**src/hw/rtl/assert_macros.svh**
```systemverilog
// Assertion macros used by the RTL of the pulse grid fit search.
// Depends on nothing; included by modules that assert.
`ifndef ASSERT_MACROS_SVH
`define ASSERT_MACROS_SVH
`define ASSERT_IMPL(label, clk, rst_n, ante, cons) \
  label: assert property (@(posedge clk) disable iff (!rst_n) (ante) |-> (cons)) \
    else $error("assertion failed");
`define ASSERT_NEXT(label, clk, rst_n, ante, cons) \
  label: assert property (@(posedge clk) disable iff (!rst_n) (ante) |=> (cons)) \
    else $error("assertion failed");
`endif

```
**src/hw/rtl/pgfs_pkg.sv**
```systemverilog
// Package of the pulse grid fit search: widths, register indexes, config and divider types.
// Depends on nothing.
`default_nettype none
package pgfs_pkg;
  localparam int MAX_EVENTS = 1024;
  localparam int POSITION_BITS = 24;
  localparam int ADDR_BITS = $clog2(MAX_EVENTS);
  localparam int CNT_BITS = $clog2(MAX_EVENTS + 1);
  localparam int CFG_IDX_BITS = 8;

  typedef enum logic [CFG_IDX_BITS-1:0] {
    REG_OFFSET_MIN    = 8'd0,
    REG_OFFSET_MAX    = 8'd1,
    REG_OFFSET_STEP   = 8'd2,
    REG_INTERVAL_MIN  = 8'd3,
    REG_INTERVAL_MAX  = 8'd4,
    REG_INTERVAL_STEP = 8'd5,
    REG_DEV_WEIGHT    = 8'd6,
    REG_SKIP_WEIGHT   = 8'd7
  } cfg_reg_t;

  typedef struct packed {
    logic [15:0] offset_min;
    logic [15:0] offset_max;
    logic [15:0] offset_step;
    logic [15:0] interval_min;
    logic [15:0] interval_max;
    logic [15:0] interval_step;
    logic [15:0] deviation_weight;
    logic [15:0] skip_weight;
  } cfg_t;

  // divider handshake
  typedef struct packed {
    logic        start;
    logic [32:0] dividend;
    logic [15:0] divisor;
  } div_req_t;

  typedef struct packed {
    logic        done;
    logic [32:0] quot;
    logic [15:0] rem;
  } div_rsp_t;
endpackage
`default_nettype wire

```
**src/hw/rtl/pgfs_div.sv**
```systemverilog
// Radix-2 restoring divider: 33-bit dividend by 16-bit divisor, one bit a cycle.
// Depends on pgfs_pkg.
`default_nettype none
module pgfs_div (
  input  wire logic                clk,
  input  wire logic                rst_n,
  input  wire pgfs_pkg::div_req_t  req,
  output pgfs_pkg::div_rsp_t       rsp
);
  import pgfs_pkg::*;

  logic [32:0] q_r;
  logic [16:0] r_r;
  logic [15:0] d_r;
  logic [5:0]  cnt_r;
  logic        busy_r;
  logic        done_r;
  logic [16:0] trial;
  logic [17:0] diff;

  assign trial = {r_r[15:0], q_r[32]};
  assign diff  = {1'b0, trial} - {2'b0, d_r};

  always_ff @(posedge clk) begin
    if (!rst_n) begin
      busy_r <= 1'b0;
      done_r <= 1'b0;
      cnt_r  <= '0;
    end else begin
      done_r <= 1'b0;
      if (req.start) begin
        q_r    <= req.dividend;
        r_r    <= '0;
        d_r    <= req.divisor;
        cnt_r  <= 6'd33;
        busy_r <= 1'b1;
      end else if (busy_r) begin
        if (!diff[17]) begin
          r_r <= diff[16:0];
          q_r <= {q_r[31:0], 1'b1};
        end else begin
          r_r <= trial;
          q_r <= {q_r[31:0], 1'b0};
        end
        cnt_r <= cnt_r - 6'd1;
        if (cnt_r == 6'd1) begin
          busy_r <= 1'b0;
          done_r <= 1'b1;
        end
      end
    end
  end

  assign rsp.done = done_r;
  assign rsp.quot = q_r;
  assign rsp.rem  = r_r[15:0];
endmodule
`default_nettype wire

```
**config.mk**
```make
export PLATFORM = sky130hd
export DESIGN_NAME = pgfs_div
export DESIGN_NICKNAME = d
export VERILOG_FILES = /design/src/hw/rtl/assert_macros.svh /design/src/hw/rtl/pgfs_pkg.sv /design/src/hw/rtl/pgfs_div.sv
export SDC_FILE = /design/constraint.sdc
export NUM_CORES = 1
export LEC_CHECK = 0
export BUFFER_PORTS_ARGS = -buffer_cell sky130_fd_sc_hd__buf_2
export CORE_MARGIN = 2
export CORE_UTILIZATION = 48
export DETAILED_ROUTE_END_ITERATION = 16
export PLACE_DENSITY_LB_ADDON = 0.08
export RECOVER_POWER = 100
export SETUP_SLACK_MARGIN = 0.05
export SLEW_MARGIN = 20
export SYNTH_ARGS = -nofsm -noshare
export SYNTH_HDL_FRONTEND = slang
export SYNTH_SLANG_ARGS = --single-unit
```
**constraint.sdc**
```tcl
create_clock -name clk -period 2.4 [get_ports clk]
set_input_delay 0.12 -clock clk [delete_from_list [all_inputs] [get_ports clk]]
set_output_delay 0.12 -clock clk [all_outputs]
set_load 0.005 [all_outputs]
```
After elaboration in Yosys (flattened, before gate mapping)
Index checks and enable logic that the tools add are counted.

Output and inout bits: 50. Input bits: 52. Bits in registers: 73.

Add/subtract/negate cells: 2. Multiplexer cells: 11. Equality and inequality tests: 1. Reductions and logical operators: 5. Bitwise logic cells: 2.

Operators by type and width (count): $mux 33 (2); $mux 16 (2); $sub 17x16->18 (1); $mux 6 (2); $eq 6x1->1 const B (1); $sub 6x1->6 const B (1); $mux 1 (5); $reduce_and 2->1 (2); $reduce_or 3->1 (1); $not 1->1 (2); $reduce_bool 2->1 (1); $reduce_or 2->1 (1).

Longest topological paths before layout
Gate-level depths: netlist of run 1.

Word-level depth: 4. Depth in mapped cells: 10. Depth with buffers taken out: 10.

Worst setup path after synthesis of run 1
No wires, ideal clock.

Path kind: register to register. Start point: reg q_r[32]. End point: reg r_r[14] (data pin). Buffers on the path: 0. Library setup time: 267 ps. Setup slack: -66 ps. Cell stages (with the launch flop): 11. Data required time: 2133 ps. Arrival: 2199 ps. Path through: edfxtp_1 > inv_1 > ha_1 > inv_1 > fa_1 > a211o_1 > a21o_1 > a2111oi_2 > nor3_1 > xnor2_1 > o22ai_1.

Cells in the longest elaborated chain, start to end: 3.

Ends and longest elaborated chain: start: declaration (line pgfs_div.sv:12) `logic [32:0] q_r;`; start signal: assignment (line pgfs_div.sv:32) `q_r <= req.dividend;`; start signal: assignment (line pgfs_div.sv:40) `q_r <= {q_r[31:0], 1'b1};`; start signal: assignment (line pgfs_div.sv:43) `q_r <= {q_r[31:0], 1'b0};`; $sub 17x16->18 (line pgfs_div.sv:22) `assign diff = {1'b0, trial} - {2'b0, d_r};`; $mux 16 (line pgfs_div.sv:38) `if (!diff[17]) begin`; $mux 16 (line pgfs_div.sv:37) `end else if (busy_r) begin`; end signal: assignment (line pgfs_div.sv:39) `r_r <= diff[16:0];`; end signal: assignment (line pgfs_div.sv:42) `r_r <= trial;`; end: declaration (line pgfs_div.sv:13) `logic [16:0] r_r;`.

Every way passes these cells. The select of a mux whose other input is x is not followed. A chain may end at the register's enable or synchronous reset.

Worst setup path in the final report of run 1
Start point: reg q_r[32]. End point: reg r_r[6] (data pin).

Same word-level chain as after synthesis.

==> results of run 1 <==
==> metal layers <==
metal | global-route usage [%] | up-vias
li1 | - | 1473
met1 | 27.33 | 1433
met2 | 32.86 | 111
met3 | 6.340 | 13
met4 | 7.850 | 0
met5 | 0 | -
==> repair_timing <==
item	4_1_cts	5_1_grt
hold buffers	16	0
pin swaps	6	8
endpoints found under the hold margin	16	0
endpoints found under the setup margin	4	16
buffers inserted	2	4
resized for setup	5	19
==> power breakdown <==
group / switching (mW) / internal (mW)
clock network: 0.492 / 0.480
logic: 0.455 / 0.442
registers: 0.0603 / 1.51
total: 1.01 / 2.43
==> synthesized netlist by cell type, drive strengths merged, types with 7 or more instances <==
| cell | count |
|---|---|
| a211oi | 7 |
| a21oi | 17 |
| clkbuf | 8 |
| dfxtp | 8 |
| edfxtp | 65 |
| ha | 18 |
| inv | 24 |
| mux2 | 33 |
| nand2 | 13 |
| nand3 | 10 |
| nor2 | 9 |
| nor3 | 10 |
| o21a | 10 |
| o21ai | 12 |
| xnor2 | 8 |
==> cell type report <==
class	instances	area [µm²]	area share, %
inverter	24	90.09	1.760
timing repair buffer	146	867.1	16.94
clock buffer	9	123.9	2.421
multi-input combinational	204	1727	33.74
sequential	73	2112	41.27
clock inverter	7	70.07	1.369
tap	102	127.6	2.494
==> worst max path at each step <==
stage              end  slack [ps]  cells past startpoint
2_1_floorplan  r_r[14]          30                     10
3_3_place_gp   r_r[14]          10                     10
3_5_place_dp   r_r[14]         -40                     10
4_1_cts        r_r[14]         -20                     10
5_1_grt        r_r[14]        -130                     10
6_report        r_r[6]         -70                     12
==> state kept, by name, summed over array words and instances (netlist names) <==
| signal | cells |
|---|---|
| q_r | 33 |
| busy_r | 1 |
| r_r | 16 |
| done_r | 1 |
| cnt_r | 6 |
| d_r | 16 |
==> cells by family after synthesis <==
kind of cell             Yosys count  share of synthesized area [%]
flip-flops                        73                          54.05
buffers and inverters             37                          4.195
adder cells (fa/ha/maj)           19                          6.276
XOR/XNOR                          13                          2.914
multiplexers                      33                          9.606
AND/OR/NAND/NOR                   61                          8.390
AO/OA/AOI/OAI                     78                          14.57
==> stage by stage <==
step	setup slack [ps]	cells	power (mW)	cell area, µm²	utilization, %
6_report	-71.58	565	3.441	5117	65.54
5_1_grt	-129.4	565	3.607	5117	65.54
3_3_place_gp	9.752	527	2.395	4656	59.63
4_1_cts	-24.68	561	3.415	5037	64.52
3_5_place_dp	-36.47	527	2.409	4656	59.63
2_1_floorplan	29.71	314	2.119	3910	-
==> worst max-delay path, cell delays in order, from the launching register on <==
cell      delay [ps]
edfxtp_1         400
inv_1             80
ha_2             190
inv_2             40
fa_2             340
a211o_1          310
buf_4            150
buf_6            110
a21o_1           190
a21oi_2          160
xnor2_1          110
o21ai_1           80
a21oi_1           70
==> results.yml, run 1 <==
route:
  wl_met3_um: 633
  route.detailed.drc: 0
  wl_met2_um: 4362
  ant_nets: 0
  wl_um: 9104
  detail_route.wl_per_cell_um: 16.11
  vias: 3030
  dr.first_iter.drc_count: 97
  vias_per_cell: 5.363
  wl_met1_um: 3972
  first_pass_iters: 4
  routed.top_layer: "met4"
synth:
  syn_inst: 314
  ys_ff_latch: 73
  syn_area_per_cell_um2: 12.44
  synth_cell_types: 57
  yosysTopAreaCellShare_pct: 49.95
  ys_seq_area_share_pct: 54.05
  synth-async-reset-ratio_pct: 0
  syn_area_um2: 3907
  synth_top_area_cell: "edfxtp_1"
  synth_flop_cell: "edfxtp_1"
  yosysWarnings: 0
  synth_edf_count: 65
  postSynthNetCount: 385
  synth_area_leaders: "edfxtp_1 50%, mux2_2 9.2%, ha_1 5.8%"
cts:
  cts_made_buffers: 9
  cts_max_path_buffers: 2
  cts_tree: "done"
  h-tree-depth: 3
  path_clk_slew_ps: 80
  clockRootBuffer: "clkbuf_8"
  cts.sinks: 73
  clk_latency_ps: 350
critical_path:
  crit_path_start_kind: "flop"
  critical_path_arrival_ps: 2570
  critPathCaptureType: "flop"
  rrSetupSlack_ps: -70
  startpoint: "q_r[32]"
  crit_required_ps: 2500
  cp_max_fo: 2
  worst-r2r-cell-count: 12
  crit_type: "flop to flop"
  rr_startpoint: "q_r[32]"
  r2r-end: "r_r[6]"
cells_and_area:
  nFillCells: 655
  nNetsFinal: 529
  area_delta_synth_final_pct: 30.96
  final_common_cell: "buf_2"
  diodes: 0
  final_cell_mix: "78 x buf_2, 65 x edfxtp_1, 32 x mux2_2"
  drive_gt1_share_pct: 40.17
sta:
  fin_ws_ps: -71.58
  setup_viol: 2
  skew_ps: 4.626
  final_hold_viol_count: 0
  worst_pin_slew_ps: 739.2
  rsz0062_at_grt: "true"
  drv_slew: 0
  relSlewSlack_pct: 50.67
  fmaxAchievable_ghz: 0.4046
  tns_ps: -108.0
  min_period_over_period_pct: 103.0
  worst_hold_slack_ps: 62.11
  period_needed_ps: 2472
flow_run:
  drv_cap: 0
global_routing:
  grt_usage_pct: 20.93
  grt_pass1_vias: 2996
  gr-total-overflow: 0
  grt_max_degree: 43
  antenna_found_initial: 0
  grt_pass1_wl_um: 14190
run_status:
  status: "complete, but fails checks"
  violations: "negative setup slack"
pwr:
  power_leakage_nw: 2.069
  power_density_nw_per_um2: 672.5
  max-vdd-ir-drop_mv: 0.3831
min_path:
  hp-start: "req[21]"
  whs_path_depth: 2
  worstHoldEndpoint: "q_r[5]"
  hold_class: "primary input to flop"
floorplan:
  dieHeight_um: 94.23
  placeableCoreArea_um2: 7807
  ios: 102
  die_area_um2: 8878
  initial_core_util_pct: 50.05
  fp.dieW_um: 94.23
  num_rows: 32
placement:
  hpwl_um: 6283
  numPortBuffers: 101
  routabilityCongestion: 0.8951
Power figures use the tool's default switching activity.
==> run 2, diff against run 1 <==
--- a/config.mk
+++ b/config.mk
@@ -9,8 +9,10 @@
 export CORE_MARGIN = 2
 export CORE_UTILIZATION = 48
 export DETAILED_ROUTE_END_ITERATION = 16
+export GPL_TIMING_DRIVEN = 0
 export PLACE_DENSITY_LB_ADDON = 0.08
 export RECOVER_POWER = 100
+export REMOVE_ABC_BUFFERS = 1
 export SETUP_SLACK_MARGIN = 0.05
 export SLEW_MARGIN = 20
 export SYNTH_ARGS = -nofsm -noshare
==> results.yml, run 2 (synthesis gave the netlist of run 1 again) <==
run_status:
  status: "complete, but fails checks"
  violations: "negative setup slack"
cts:
  cts_made_buffers: 9
  path_clk_slew_ps: 80
  cts_tree: "done"
  cts.sinks: 73
  clockRootBuffer: "clkbuf_8"
  h-tree-depth: 3
  clk_latency_ps: 340
  cts_max_path_buffers: 2
sta:
  fmaxAchievable_ghz: 0.3906
  worst_pin_slew_ps: 1162
  skew_ps: 10.09
  relSlewSlack_pct: 22.54
  period_needed_ps: 2560
  final_hold_viol_count: 0
  min_period_over_period_pct: 106.7
  drv_slew: 0
  rsz0062_at_grt: "true"
  setup_viol: 7
  fin_ws_ps: -160.0
placement:
  dpl-instance-area_um2: 4474
  routabilityCongestion: 0.8507
  numPortBuffers: 101
  hpwl_um: 6080
  dp.cells: 504
route:
  ant_nets: 0
  route.detailed.drc: 0
  vias_per_cell: 5.469
  vias: 2997
  detail_route.wl_per_cell_um: 16.91
  first_pass_iters: 5
  wl_um: 9264
  dr.first_iter.drc_count: 112
global_routing:
  grt_max_degree: 51
  grt_pass1_vias: 2919
  grt_pass1_wl_um: 14360
  grt_usage_pct: 21.03
  gr-total-overflow: 0
  antenna_found_initial: 0
critical_path:
  critPathCaptureType: "flop"
  r2r-end: "r_r[6]"
  startpoint: "q_r[32]"
  rr_startpoint: "q_r[32]"
  worst-r2r-cell-count: 12
  rrSetupSlack_ps: -160
  crit_type: "flop to flop"
  crit_path_start_kind: "flop"
  critical_path_arrival_ps: 2710
  crit_required_ps: 2550
  cp_max_fo: 2
flow_run:
  drv_cap: 0
cells_and_area:
  final_common_cell: "buf_2"
  area_delta_synth_final_pct: 30.10
  nNetsFinal: 512
  diodes: 0
  fin_cells: 548
  reg_top3: "q_r (33), d_r (16), r_r (16)"
  largest_register_ffs: 33
  final_cell_mix: "75 x buf_2, 65 x edfxtp_1, 32 x mux2_2"
  utilization_pct: 65.11
  drive_gt1_share_pct: 38.12
  top_register: "q_r"
  stdcell_area_um2: 5084
pwr:
  power_leakage_nw: 2.009
  power_density_nw_per_um2: 704.5
  max-vdd-ir-drop_mv: 0.4202
floorplan:
  num_rows: 32
  ios: 102
  dieHeight_um: 94.23
  fp.dieW_um: 94.23
  placeableCoreArea_um2: 7807
  initial_core_util_pct: 50.05
  die_area_um2: 8878
min_path:
  worstHoldEndpoint: "q_r[32]"
  hold_class: "primary input to flop"
  whs_path_depth: 2
  hp-start: "req[48]"
-- run 2: cell count changes in the layout (fill, tap and decap cells not counted), sizes merged --
| cell | change |
|---|---|
| o211a | +1 |
| inv | -1 |
| buf | -19 |
| clkinv | -2 |
| bufinv | +2 |
| clkbuf | +2 |
-- run 2: metrics by stage --
| stage | hold slack [ps] | TNS (ps) | setup slack (ps) | total power [mW] |
|---|---|---|---|---|
| detailed placement | 298.5 | -3060 | -305.6 | 2.336 |
| floorplan | 218.9 | -66.28 | -66.28 | 2.092 |
| global placement | 298.2 | -39730 | -739.0 | 2.323 |
| global route | 62.00 | -1777 | -290.0 | 3.748 |
| CTS | 60.30 | -286.1 | -117.8 | 3.554 |
| finish | 78.79 | -515.7 | -160.0 | 3.582 |
-- run 2: area by class of cell --
| type | instances | area (µm²) |
|---|---|---|
| Clock buffer | 10 | 127.6 |
| Clock inverter | 6 | 106.4 |
| Fill cell | 658 | 2724 |
| Inverter | 24 | 90.09 |
| Multi-Input combinational cell | 205 | 1803 |
| Sequential cell | 73 | 2112 |
| Tap cell | 102 | 127.6 |
| Timing Repair Buffer | 128 | 716.9 |
-- run 2: critical path, stage by stage (launching register included) --
cell and delay, ps:
edfxtp_1 410, inv_1 80, ha_2 180, inv_2 40
fa_2 340, a211o_1 320, buf_4 160, buf_4 130
a21o_1 160, a21oi_2 150, xnor2_1 140, o21ai_1 90
a21oi_1 170
-- run 2: layer usage --
layer	routed length (µm)	GRT usage, %	up-vias
li1	-	-	1446
met2	4430	33.15	99
met5	0	0	-
met4	146	7.367	0
met1	4112	28.00	1438
met3	574	5.698	14
-- run 2: power breakdown --
part / leakage (nW) / total (mW) / internal [mW] / switching (mW)
registers: 0.685 / 1.58 / 1.51 / 0.0640
logic: 1.21 / 0.867 / 0.406 / 0.461
clock network: 0.114 / 1.14 / 0.686 / 0.451
-- run 2: worst max-delay path by stage --
stage | endpoint | slack, ps | cells after the start
floorplan | r_r[14] | -70 | 10
global placement | q_r[30] | -740 | 2
detailed placement | r_r[12] | -310 | 7
CTS | r_r[14] | -120 | 10
global route | r_r[6] | -290 | 12
finish | r_r[6] | -160 | 12
-- run 2: timing repair --
item | 4_1_cts | 5_1_grt
endpoints found under the setup margin | 17 | 17
gates cloned | 0 | 1
endpoints found under the hold margin | 16 | 0
gates resized for setup | 24 | 9
hold buffers | 16 | 0
pin swaps | 10 | 8
buffers inserted | 9 | 2
